## src/rtl/core/wpp_pkg.sv

```systemverilog
// Package with shared types, constants and the quantizer for the peak pyramid.
`timescale 1ns / 1ps
package wpp_pkg;

   localparam int MAX_LEVELS  = 16;
   localparam int SAMPLE_W    = 24;
   localparam int PEAK_W      = 16;
   localparam int COUNT_W     = 31;
   localparam int TOTAL_W     = 40;
   localparam int FPB_W       = 16;
   localparam int LEVEL_W     = 5;
   localparam logic [FPB_W-1:0] FPB_RESET = 16'd128;

   typedef enum logic {
      OP_SAMPLE = 1'b0,
      OP_FLUSH  = 1'b1
   } op_type;

   typedef struct packed {
      logic [COUNT_W-1:0]       count;
      logic signed [PEAK_W-1:0] low;
      logic signed [PEAK_W-1:0] high;
   } entry_type;

   typedef struct packed {
      logic [LEVEL_W-1:0]       level;
      logic [COUNT_W-1:0]       bucket_index;
      logic signed [PEAK_W-1:0] low_peak;
      logic signed [PEAK_W-1:0] high_peak;
      logic                     empty_stream;
      logic [TOTAL_W-1:0]       total_frames;
   } result_type;

   function automatic logic signed [PEAK_W-1:0] quantise(logic signed [SAMPLE_W-1:0] s);
      logic [22:0] mag;
      logic [37:0] prod;
      logic [14:0] q;
      logic signed [PEAK_W-1:0] r;
      mag  = s[23] ? 23'(-s) : s[22:0];
      prod = 38'(mag) * 38'(15'd32767) + 38'(24'd2097152);
      q    = prod[36:22];
      if (s >= 24'sd4194304) begin
         r = 16'sd32767;
      end else if (s <= -24'sd4194304) begin
         r = -16'sd32767;
      end else if (s[23]) begin
         r = -$signed({1'b0, q});
      end else begin
         r = $signed({1'b0, q});
      end
      return r;
   endfunction

endpackage

```

## src/rtl/core/wpp_ram.sv

```systemverilog
// Per-level memory holding the bucket count and the waiting lone bucket.
`timescale 1ns / 1ps
module wpp_ram #(
   parameter int Depth = wpp_pkg::MAX_LEVELS,
   parameter int AddrW = $clog2(Depth)
) (
   input  logic                 clock,
   input  logic                 wr_en,
   input  logic [AddrW-1:0]     wr_addr,
   input  wpp_pkg::entry_type   wr_data,
   input  logic [AddrW-1:0]     rd_addr,
   output wpp_pkg::entry_type   rd_data
);
   import wpp_pkg::*;

   entry_type mem [Depth];
   entry_type rd_data_ff;

   always_ff @(posedge clock) begin
      if (wr_en) begin
         mem[wr_addr] <= wr_data;
      end
      rd_data_ff <= mem[rd_addr];
   end

   assign rd_data = rd_data_ff;
endmodule

```

## src/rtl/core/wpp_out.sv

```systemverilog
// Result staging register and output register that marks the last result.
`timescale 1ns / 1ps
module wpp_out (
   input  logic                 clock,
   input  logic                 reset,
   input  logic                 push,
   input  wpp_pkg::result_type  push_data,
   input  logic                 fin,
   output logic                 can_move,
   output logic                 rsp_valid,
   input  logic                 rsp_ready,
   output wpp_pkg::result_type  rsp_data,
   output logic                 rsp_last
);
   import wpp_pkg::*;

   result_type hold_ff, hold_in;
   logic       hold_valid_ff, hold_valid_in;
   result_type out_ff, out_in;
   logic       out_valid_ff, out_valid_in;
   logic       last_ff, last_in;
   logic       move;

   assign can_move = !hold_valid_ff || !out_valid_ff || rsp_ready;
   assign move     = hold_valid_ff && (push || fin);

   always_comb begin
      hold_in       = hold_ff;
      hold_valid_in = hold_valid_ff;
      out_in        = out_ff;
      last_in       = last_ff;
      out_valid_in  = out_valid_ff && !rsp_ready;
      if (move) begin
         out_in       = hold_ff;
         last_in      = fin;
         out_valid_in = 1'b1;
      end
      if (push) begin
         hold_in       = push_data;
         hold_valid_in = 1'b1;
      end else if (fin) begin
         hold_valid_in = 1'b0;
      end
   end

   always_ff @(posedge clock) begin
      if (reset) begin
         hold_valid_ff <= 1'b0;
         out_valid_ff  <= 1'b0;
      end else begin
         hold_valid_ff <= hold_valid_in;
         out_valid_ff  <= out_valid_in;
      end
      hold_ff <= hold_in;
      out_ff  <= out_in;
      last_ff <= last_in;
   end

   assign rsp_valid = out_valid_ff;
   assign rsp_data  = out_ff;
   assign rsp_last  = last_ff;
endmodule

```

## src/rtl/core/waveform_peak_pyramid.sv

```systemverilog
// Waveform min/max peak pyramid: bucket front end, level memory and cascade sequencer.
// A sample that closes no bucket leaves the sequencer idle; the next sample is taken the cycle after.
// A closing bucket is quantised first; then each pyramid level it visits is read and emits a result.
// A flush walks the levels through the same memory port, reading and checking each level visited.
// Results leave through a staging register and an output register, so a stalled
// consumer holds the sequencer. Synchronous reset clears all stream state at once.
`timescale 1ns / 1ps
module waveform_peak_pyramid #(
   parameter int MaxLevels = wpp_pkg::MAX_LEVELS
) (
   input  logic                                clock,
   input  logic                                reset,
   input  logic                                req_valid,
   output logic                                req_ready,
   input  logic                                req_operation,
   input  logic signed [wpp_pkg::SAMPLE_W-1:0] req_sample,
   input  logic                                req_frame_end,
   output logic                                rsp_valid,
   input  logic                                rsp_ready,
   output logic [wpp_pkg::LEVEL_W-1:0]         rsp_level,
   output logic [wpp_pkg::COUNT_W-1:0]         rsp_bucket_index,
   output logic signed [wpp_pkg::PEAK_W-1:0]   rsp_low_peak,
   output logic signed [wpp_pkg::PEAK_W-1:0]   rsp_high_peak,
   output logic                                rsp_empty_stream,
   output logic [wpp_pkg::TOTAL_W-1:0]         rsp_total_frames,
   output logic                                rsp_last,
   input  logic                                csr_write_enable,
   input  logic [wpp_pkg::FPB_W-1:0]           csr_write_data
);
   import wpp_pkg::*;

   localparam int LvlW = $clog2(MaxLevels);
   localparam logic [LvlW-1:0] TopLvl = LvlW'(MaxLevels - 1);

   typedef enum logic [2:0] {
      S_IDLE, S_QUANT, S_CREAD, S_CEMIT, S_FREAD, S_FCHECK, S_FINISH
   } state_type;

   state_type                 state_ff, state_in;
   logic [FPB_W-1:0]          fpb_ff;
   logic signed [SAMPLE_W-1:0] bmin_ff, bmin_in, bmax_ff, bmax_in;
   logic [FPB_W-1:0]          fib_ff, fib_in;
   logic                      afs_ff, afs_in;
   logic [TOTAL_W-1:0]        total_ff, total_in;
   logic [MaxLevels-1:0]      pv_ff, pv_in, cv_ff, cv_in;
   logic [LvlW-1:0]           lvl_ff, lvl_in, fk_ff, fk_in;
   logic                      flush_ff, flush_in;
   logic signed [PEAK_W-1:0]  lo_ff, lo_in, hi_ff, hi_in;

   logic                      wr_en;
   logic [LvlW-1:0]           rd_addr;
   entry_type                 wr_data, rd_data;
   logic [COUNT_W-1:0]        count;
   logic [COUNT_W-1:0]        count_next;
   logic                      push, fin, can_move;
   result_type                push_data, rsp_data;
   logic [FPB_W:0]            fib_inc;
   logic [FPB_W-1:0]          fpb_eff;
   logic                      first;
   logic signed [PEAK_W-1:0]  fold_lo, fold_hi;

   wpp_ram #(.Depth(MaxLevels), .AddrW(LvlW)) u_ram (
      .clock   (clock),
      .wr_en   (wr_en),
      .wr_addr (lvl_ff),
      .wr_data (wr_data),
      .rd_addr (rd_addr),
      .rd_data (rd_data)
   );

   wpp_out u_out (
      .clock     (clock),
      .reset     (reset),
      .push      (push),
      .push_data (push_data),
      .fin       (fin),
      .can_move  (can_move),
      .rsp_valid (rsp_valid),
      .rsp_ready (rsp_ready),
      .rsp_data  (rsp_data),
      .rsp_last  (rsp_last)
   );

   assign req_ready = (state_ff == S_IDLE);
   assign fpb_eff   = (fpb_ff == '0) ? FPB_W'(1) : fpb_ff;
   assign fib_inc   = {1'b0, fib_ff} + 1'b1;
   assign first     = (fib_ff == '0) && afs_ff;
   assign rd_addr   = (state_ff == S_FREAD) ? fk_ff : lvl_ff;

   always_comb begin
      if (state_ff == S_FCHECK) begin
         count = cv_ff[fk_ff] ? rd_data.count : '0;
      end else begin
         count = cv_ff[lvl_ff] ? rd_data.count : '0;
      end
   end

   assign count_next = (count == '1) ? count : count + 1'b1;
   assign fold_lo    = (rd_data.low < lo_ff) ? rd_data.low : lo_ff;
   assign fold_hi    = (rd_data.high > hi_ff) ? rd_data.high : hi_ff;

   always_comb begin
      state_in  = state_ff;
      bmin_in   = bmin_ff;
      bmax_in   = bmax_ff;
      fib_in    = fib_ff;
      afs_in    = afs_ff;
      total_in  = total_ff;
      pv_in     = pv_ff;
      cv_in     = cv_ff;
      lvl_in    = lvl_ff;
      fk_in     = fk_ff;
      flush_in  = flush_ff;
      lo_in     = lo_ff;
      hi_in     = hi_ff;
      wr_en     = 1'b0;
      wr_data   = rd_data;
      push      = 1'b0;
      fin       = 1'b0;
      push_data = '{level: LEVEL_W'(lvl_ff), bucket_index: count, low_peak: lo_ff,
                    high_peak: hi_ff, empty_stream: 1'b0, total_frames: total_ff};
      unique case (state_ff)
         S_IDLE: begin
            if (req_valid) begin
               if (req_operation == OP_SAMPLE) begin
                  if (first || req_sample < bmin_ff) bmin_in = req_sample;
                  if (first || req_sample > bmax_ff) bmax_in = req_sample;
                  afs_in = req_frame_end;
                  if (req_frame_end) begin
                     if (total_ff != '1) total_in = total_ff + 1'b1;
                     if (fib_inc >= {1'b0, fpb_eff}) begin
                        fib_in   = '0;
                        flush_in = 1'b0;
                        state_in = S_QUANT;
                     end else begin
                        fib_in = fib_inc[FPB_W-1:0];
                     end
                  end
               end else begin
                  flush_in = 1'b1;
                  fk_in    = '0;
                  if (total_ff == '0) begin
                     push      = 1'b1;
                     push_data = '{level: '0, bucket_index: '0, low_peak: '0,
                                   high_peak: '0, empty_stream: 1'b1, total_frames: '0};
                     state_in  = S_FINISH;
                  end else if (fib_ff != '0) begin
                     fib_in   = '0;
                     state_in = S_QUANT;
                  end else begin
                     state_in = S_FREAD;
                  end
               end
            end
         end
         S_QUANT: begin
            lo_in    = quantise(bmin_ff);
            hi_in    = quantise(bmax_ff);
            lvl_in   = '0;
            state_in = S_CREAD;
         end
         S_CREAD: begin
            state_in = S_CEMIT;
         end
         S_CEMIT: begin
            if (can_move) begin
               push          = 1'b1;
               wr_en         = 1'b1;
               cv_in[lvl_ff] = 1'b1;
               wr_data.count = count_next;
               if (lvl_ff == TopLvl) begin
                  state_in = flush_ff ? S_FREAD : S_FINISH;
               end else if (pv_ff[lvl_ff]) begin
                  pv_in[lvl_ff] = 1'b0;
                  lo_in         = fold_lo;
                  hi_in         = fold_hi;
                  lvl_in        = lvl_ff + 1'b1;
                  state_in      = S_CREAD;
               end else begin
                  wr_data.low   = lo_ff;
                  wr_data.high  = hi_ff;
                  pv_in[lvl_ff] = 1'b1;
                  state_in      = flush_ff ? S_FREAD : S_FINISH;
               end
            end
         end
         S_FREAD: begin
            state_in = S_FCHECK;
         end
         S_FCHECK: begin
            if (fk_ff == TopLvl || count <= COUNT_W'(1)) begin
               state_in = S_FINISH;
            end else if (pv_ff[fk_ff]) begin
               pv_in[fk_ff] = 1'b0;
               lo_in        = rd_data.low;
               hi_in        = rd_data.high;
               lvl_in       = fk_ff + 1'b1;
               fk_in        = fk_ff + 1'b1;
               state_in     = S_CREAD;
            end else begin
               fk_in    = fk_ff + 1'b1;
               state_in = S_FREAD;
            end
         end
         S_FINISH: begin
            if (can_move) begin
               fin      = 1'b1;
               state_in = S_IDLE;
               if (flush_ff) begin
                  bmin_in  = '0;
                  bmax_in  = '0;
                  fib_in   = '0;
                  afs_in   = 1'b1;
                  total_in = '0;
                  pv_in    = '0;
                  cv_in    = '0;
               end
            end
         end
         default: begin
            state_in = S_IDLE;
         end
      endcase
   end

   always_ff @(posedge clock) begin
      if (reset) begin
         state_ff <= S_IDLE;
         fpb_ff   <= FPB_RESET;
         bmin_ff  <= '0;
         bmax_ff  <= '0;
         fib_ff   <= '0;
         afs_ff   <= 1'b1;
         total_ff <= '0;
         pv_ff    <= '0;
         cv_ff    <= '0;
         flush_ff <= 1'b0;
         lvl_ff   <= '0;
         fk_ff    <= '0;
      end else begin
         state_ff <= state_in;
         if (csr_write_enable) fpb_ff <= csr_write_data;
         bmin_ff  <= bmin_in;
         bmax_ff  <= bmax_in;
         fib_ff   <= fib_in;
         afs_ff   <= afs_in;
         total_ff <= total_in;
         pv_ff    <= pv_in;
         cv_ff    <= cv_in;
         flush_ff <= flush_in;
         lvl_ff   <= lvl_in;
         fk_ff    <= fk_in;
      end
      lo_ff <= lo_in;
      hi_ff <= hi_in;
   end

   assign rsp_level        = rsp_data.level;
   assign rsp_bucket_index = rsp_data.bucket_index;
   assign rsp_low_peak     = rsp_data.low_peak;
   assign rsp_high_peak    = rsp_data.high_peak;
   assign rsp_empty_stream = rsp_data.empty_stream;
   assign rsp_total_frames = rsp_data.total_frames;
endmodule

```

## config.mk

```make
export PLATFORM = sky130hd
export DESIGN_NAME = waveform_peak_pyramid
export DESIGN_NICKNAME = d
export VERILOG_FILES = /design/src/rtl/core/wpp_pkg.sv /design/src/rtl/core/wpp_ram.sv /design/src/rtl/core/wpp_out.sv /design/src/rtl/core/waveform_peak_pyramid.sv
export SDC_FILE = /design/constraint.sdc
export NUM_CORES = 2
export LEC_CHECK = 0
export ABC_CLOCK_PERIOD_IN_PS = 25800
export CELL_PAD_IN_SITES_DETAIL_PLACEMENT = 1
export CELL_PAD_IN_SITES_GLOBAL_PLACEMENT = 2
export CORE_MARGIN = 3
export CORE_UTILIZATION = 35
export CTS_CLUSTER_DIAMETER = 100
export CTS_CLUSTER_SIZE = 10
export DETAILED_ROUTE_END_ITERATION = 16
export DONT_BUFFER_PORTS = 1
export PLACE_DENSITY = 0.66
export SETUP_SLACK_MARGIN = 0.1
export SLEW_MARGIN = 20
export SYNTH_ARGS = -nofsm -noshare
export SYNTH_HDL_FRONTEND = slang
export SYNTH_SLANG_ARGS = --single-unit
export TNS_END_PERCENT = 10
```

## constraint.sdc

```tcl
create_clock -name clock -period 25.8 [get_ports clock]
set_input_delay 1.29 -clock clock [delete_from_list [all_inputs] [get_ports clock]]
set_output_delay 1.29 -clock clock [all_outputs]
set_load 0.01 [all_outputs]
```

; Word level (Yosys, flattened, before mapping)
; Memory sizes are Yosys's and may differ from the RTL's. A register that Yosys moved wholly into a read port is not among the register bits.
; Index checks and enable logic that the tools add are counted.
[word_totals]
output_inout_bits = 112
inputBits = 47
register_bits = 418
elab_cells = 261
memories = 1
ramBits = 1008
[mem_list]
columns = name, words, word_bits, read_ports, rd_ports_with_merged_regs, wr, line
row1 = u_ram.mem, 16, 63, 1, 1, 1, wpp_ram.sv:16  ; entry_type mem [Depth];
[classes]
order_cmp = 14
n_eq_ne = 30
n_reduce_logical = 41
addsub = 11
n_bitwise = 6
mux = 126
multipliers = 2
[op_table]
columns = operator, count
row1 = two-way mux 16 bit, 33
row2 = two-way mux 108 bit, 4
row3 = two-way mux 40 bit, 6
row4 = two-way mux 24 bit, 8
row5 = one-hot mux 16 bit (3 select lines), 3
row6 = two-way mux 63 bit, 2
row7 = two-way mux 31 bit, 4
row8 = one-hot mux 24 bit (2 select lines), 2
row9 = one-hot mux 40 bit (2 select lines), 1
row10 = "adder 37 x 22 -> 37 bit, second input constant", 2
row11 = "multiplier 23 x 15 -> 37 bit, second input constant", 2
row12 = two-way mux 32 bit, 2
row13 = one-hot mux 16 bit (2 select lines), 2
row14 = ">= comparator 24 bit, second input constant", 2
row15 = "<= comparator 24 x 23 -> 1 bit, second input constant", 2
row16 = two-way mux 23 bit, 2
row17 = negator 23 bit, 2
row18 = "adder 40 x 1 -> 40 bit, second input constant", 1
row19 = logical NOT 40 bit, 1
row20 = "!= test 40 bit, second input constant", 1
row21 = two-way mux 3 bit, 12
row22 = two-way mux 4 bit, 9
row23 = AND reduction 7 bit, 5
row24 = bitwise AND 16 bit, 2
row25 = 44 further kinds, 120

; Logic depth before layout (Yosys ltp)
[logic_depth]
depth_word = 10
depth_mapped = 33
depth_no_buf = 33

; By module
; Synthesis repeated with hierarchy kept, for this count alone.
[unflattened]
hier_cells = 5245
area_unflattened_um2 = 74644.1
[by_module_without_submodules]
columns = module, area_each_um2, cells_per_inst, seq_area_each_um2, n_inst
row1 = wpp_ram, 38989.9, 1622, 31530.2, 1
row2 = waveform_peak_pyramid, 28991.6, 3394, 4264.1, 1
row3 = wpp_out, 6662.6, 229, 6616.3, 1

; Worst setup path before layout
; Ideal clock, no wire load.
[synth_path]
path_type = register to register
startpoint = reg bmin_ff[5]
endpoint = reg lo_ff[14], data pin
path_stages_with_launch = 29
arrival_ps = 8710
period_less_slack_ps = 8980
path_buffers = 1
t_required_ps = 25530
path_slack_ps = 16820
cell_sequence = dfxtp_1 > or4_4 > or3_4 > or4_4 > or4_4 > or3_4 > nand2_1 > xnor2_1 > inv_1 > fa_1 > fa_1 > fa_1 > fa_1 > fa_1 > inv_1 > fa_1 > inv_1 > ha_1 > clkbuf_1 > a21o_1 > a311o_1 > a2111oi_0 > a22oi_1 > a21oi_1 > xor2_1 > o2111ai_1 > o41ai_1 > xnor2_1 > a21oi_1
[synth_between]
elab_chain_cells = 9
elab_cells_between_ends = 11
cone_classes = add/sub (3) / mul (1) / order compare (2) / mux (5)
[synth_rtl]
columns = item, line
row1 = start: declaration, waveform_peak_pyramid.sv:41  ; logic signed [SAMPLE_W-1:0] bmin_ff, bmin_in, bmax_ff, bmax_in;
row2 = start signal: assignment, waveform_peak_pyramid.sv:243  ; bmin_ff <= bmin_in;
row3 = negator 23 bit, wpp_pkg.sv:39  ; mag = s[23] ? 23'(-s) : s[22:0];
row4 = two-way mux 23 bit, wpp_pkg.sv:39
row5 = multiplier 23 x 15 -> 37 bit, wpp_pkg.sv:40  ; prod = 38'(mag) * 38'(15'd32767) + 38'(24'd2097152);
row6 = adder 37 x 22 -> 37 bit, wpp_pkg.sv:40
row7 = negator 15 -> 16 bit, wpp_pkg.sv:47  ; r = -$signed({1'b0, q});
row8 = two-way mux 16 bit, wpp_pkg.sv:46  ; end else if (s[23]) begin
row9 = two-way mux 16 bit, wpp_pkg.sv:44  ; end else if (s <= -24'sd4194304) begin
row10 = two-way mux 16 bit *, wpp_pkg.sv:42  ; if (s >= 24'sd4194304) begin
row11 = one-hot mux 16 bit (3 select lines) *, waveform_peak_pyramid.sv:122  ; unique case (state_ff)
row12 = named net lo_in[14], waveform_peak_pyramid.sv:48  ; logic signed [PEAK_W-1:0] lo_ff, lo_in, hi_ff, hi_in;
row13 = end signal: assignment, waveform_peak_pyramid.sv:254  ; lo_ff <= lo_in;
row14 = end: declaration, waveform_peak_pyramid.sv:48
; The timed path passes the listed nets; every way through them passes the cells marked *.
; A chain may end at the register's enable or synchronous reset.

; Final worst setup path
; Ends and elaborated chain as after synthesis.

==> results.cfg <==
[outcome]
status = finished clean

[yosys]
synth_commonest_cells = edfxtp_1 (1257), inv_1 (612), ha_1 (340)
ys_warn_count = 0
syn_inst = 5402
synthTopCellsByArea = edfxtp_1 (50%), fa_1 (8.4%), mux4_2 (8.1%)
yosys_most_used_dff = edfxtp_1
syn_nets = 6103
seq_area_frac_synth = 0.5629
synth-edff-count = 1257
post-synth-top-count-cell = edfxtp_1
ys_types = 89
synth_top_cell_by_area = edfxtp_1
async_flop_share = 0
synth_area_per_cell_um2 = 13.93
ys_ff_latch = 1487
syn_area_um2 = 75240
synthDominantCellAreaShare = 0.5017

[critical_path]
critPathArrivalTime_ns = 10.76
start_kind = register
critPathMaxFanout = 7
crit_top_cell = fa_1
required_ns = 26.28
critPathMaxStageDelay_ns = 0.71
cp_top_family = adder cells
worst-path-buf-inv = 3
worst-setup-path-type = reg -> reg
crit_path_end_kind = register
slowest_stage = fa_1

[finish]
syn_to_final_growth_pct = 11.60
drive_above_1_share = 0.1208
num-fill-cells = 21770
nets = 6113
regArea_um2 = 42350
multiInputGateArea_um2 = 29980
final_area_um2 = 83970
stdcell_count = 8362

[global_routing]
grt_max_degree = 141
grt_pass1_vias = 46980
grt_overflow = 0
grt_usage = 0.1849
grt_pass1_wl_um = 309600
antenna_found_initial = 4

[die]
die_y_um = 469.7
rows = 169
start_util = 0.3534
core_um2 = 212900
die_area_um2 = 220600
die_w_um = 469.7
boundaryPins = 159

[detailed_routing]
vias = 43700
drtIter0Drc = 3095
post-route-drc-count = 0
finalWirelength_um = 203200
via_per_inst = 5.226
drt_pass1_iterations = 5
ant_nets = 0
post_drt_wl_per_cell_um = 24.30

[timing]
finalHoldViolations = 0
worst_pin_slew_ns = 1.121
setup_violations = 0
fmax_ghz = 0.09732
post-route-min-period_ns = 10.28
setup_ws_ns = 15.52
rsz0062_at_grt = no
fin_worst_skew_ns = 0.05791
relSlewSlack = 0.2493
setup-tns-final_ns = 0
post-route-period-util = 0.3983
finalMaxSlewViolations = 0

[placed_design]
place_ws_ns = 15.56
post-dp-hpwl_um = 131400
globalplace.congestion = 0.8359
port_buffers = 0
dpl.cell_count = 8060
placed_area_um2 = 78730

[clock_network]
clockRootBuffer = clkbuf_16
cts_setup_buffers = 0
ctsLongestPathBuffers = 3
clock_latency_ns = 0.81
cts_resized = 0
path_clk_slew_ns = 0.06
htreeDepth = 4
hold_buffers = 0
cts.sink_count = 1487
cts_buffers = 170
cts_tree = yes

[min_path]
min_path_type = reg -> reg

[run]
drv_cap = 0
==> cells by family after synthesis <==
group,after synthesis,share of synthesized area
compound gates,712,0.06322
xor+xnor,183,0.02130
buf+inv,861,0.04367
flops,1487,0.5629
mux,385,0.09703
simple gates,1118,0.07164
fa+ha+maj,655,0.1402
other cells,1,0.00004984
==> state kept, by name (all words and copies together), names as in the netlist, named ones only <==
| signal | flops |
|---|---|
| u_ram.mem | 1008 |
| u_out.hold_ff | 108 |
| u_out.rsp_data | 108 |
| u_ram.rd_data | 63 |
| total_ff | 40 |
| bmax_ff | 24 |
| bmin_ff | 24 |
| cv_ff | 16 |
| fib_ff | 16 |
| fpb_ff | 16 |
| hi_ff | 16 |
| lo_ff | 16 |
| fk_ff | 4 |
| lvl_ff | 4 |
| state_ff | 3 |
| afs_ff | 1 |
| flush_ff | 1 |
| u_out.hold_valid_ff | 1 |
| u_out.rsp_last | 1 |
| u_out.rsp_valid | 1 |
==> worst reg2reg max path: cells and delay by family (launching register included) <==
family / cells / cell delay (ns)
adder cells (fa/ha/maj): 7 / 3.66
AND/OR/NAND/NOR: 9 / 3.20
XOR/XNOR: 2 / 0.44
flip-flops: 1 / 0.35
buffers and inverters: 3 / 0.31
AO/OA/AOI/OAI: 6 / 2.02
==> area by class of cell <==
type                    count  share of cell area
clock buffers             277             0.05570
diodes                      2          0.00005960
inverters                 614             0.02745
clock inverters            22            0.004932
repair buffers             85            0.008434
flip-flops and latches   1487              0.5044
well taps                2821             0.04203
multi-input cells        3054              0.3570
==> path summary, 6_finish.rpt <==
| check | slack (ns) | to | from | depth (start not counted) |
|---|---|---|---|---|
| worst max-delay path | 15.52 | lo_ff[14]$_DFFE_PP_ | bmin_ff[5]$_SDFFE_PP0P_ | 27 |
| worst min-delay path | 0.42 | u_out.rsp_data[39]$_DFFE_PP_ | u_out.hold_ff[39]$_DFFE_PP_ | 0 |
| worst max register to register | 15.52 | lo_ff[14]$_DFFE_PP_ | bmin_ff[5]$_SDFFE_PP0P_ | 27 |
| worst min register to register | 0.42 | u_out.rsp_data[39]$_DFFE_PP_ | u_out.hold_ff[39]$_DFFE_PP_ | 0 |
==> cells in the final DEF (no fill, tap or decap), types with 30 or more instances in the layout <==
master / count
nor2_1: 290
nand2_1: 317
nand4_1: 48
and3_1: 30
mux2i_1: 72
xor2_1: 63
a31oi_1: 95
nor3_1: 42
a21o_1: 70
mux2_2: 34
nor4_1: 33
dfxtp_1: 229
xnor2_1: 108
edfxtp_1: 1257
o21ai_0: 115
a21oi_1: 141
clkbuf_1: 106
mux4_2: 272
a211oi_1: 84
and2_1: 132
ha_1: 340
fa_1: 314
nand3_1: 87
inv_1: 612
buf_4: 80
clkbuf_16: 171
==> through the flow <==
step | hold WS [ns] | util
finish | 0.4174 | 0.3944
global route | 0.4210 | 0.3943
CTS | 0.4192 | 0.3937
detailed placement | 0.4059 | 0.3697
global placement | 0.4049 | 0.3697
floorplan | 0.4003 | -
==> routing by layer <==
metal  track usage  part of all wire
met5             0                 0
met4       0.04314             0.020
met3       0.02831             0.041
met2        0.3013              0.48
met1        0.2602              0.46
Power is left out: the tool's default activity adds up to more than one toggle a clock period on the data nets, which glitch-free logic cannot reach.
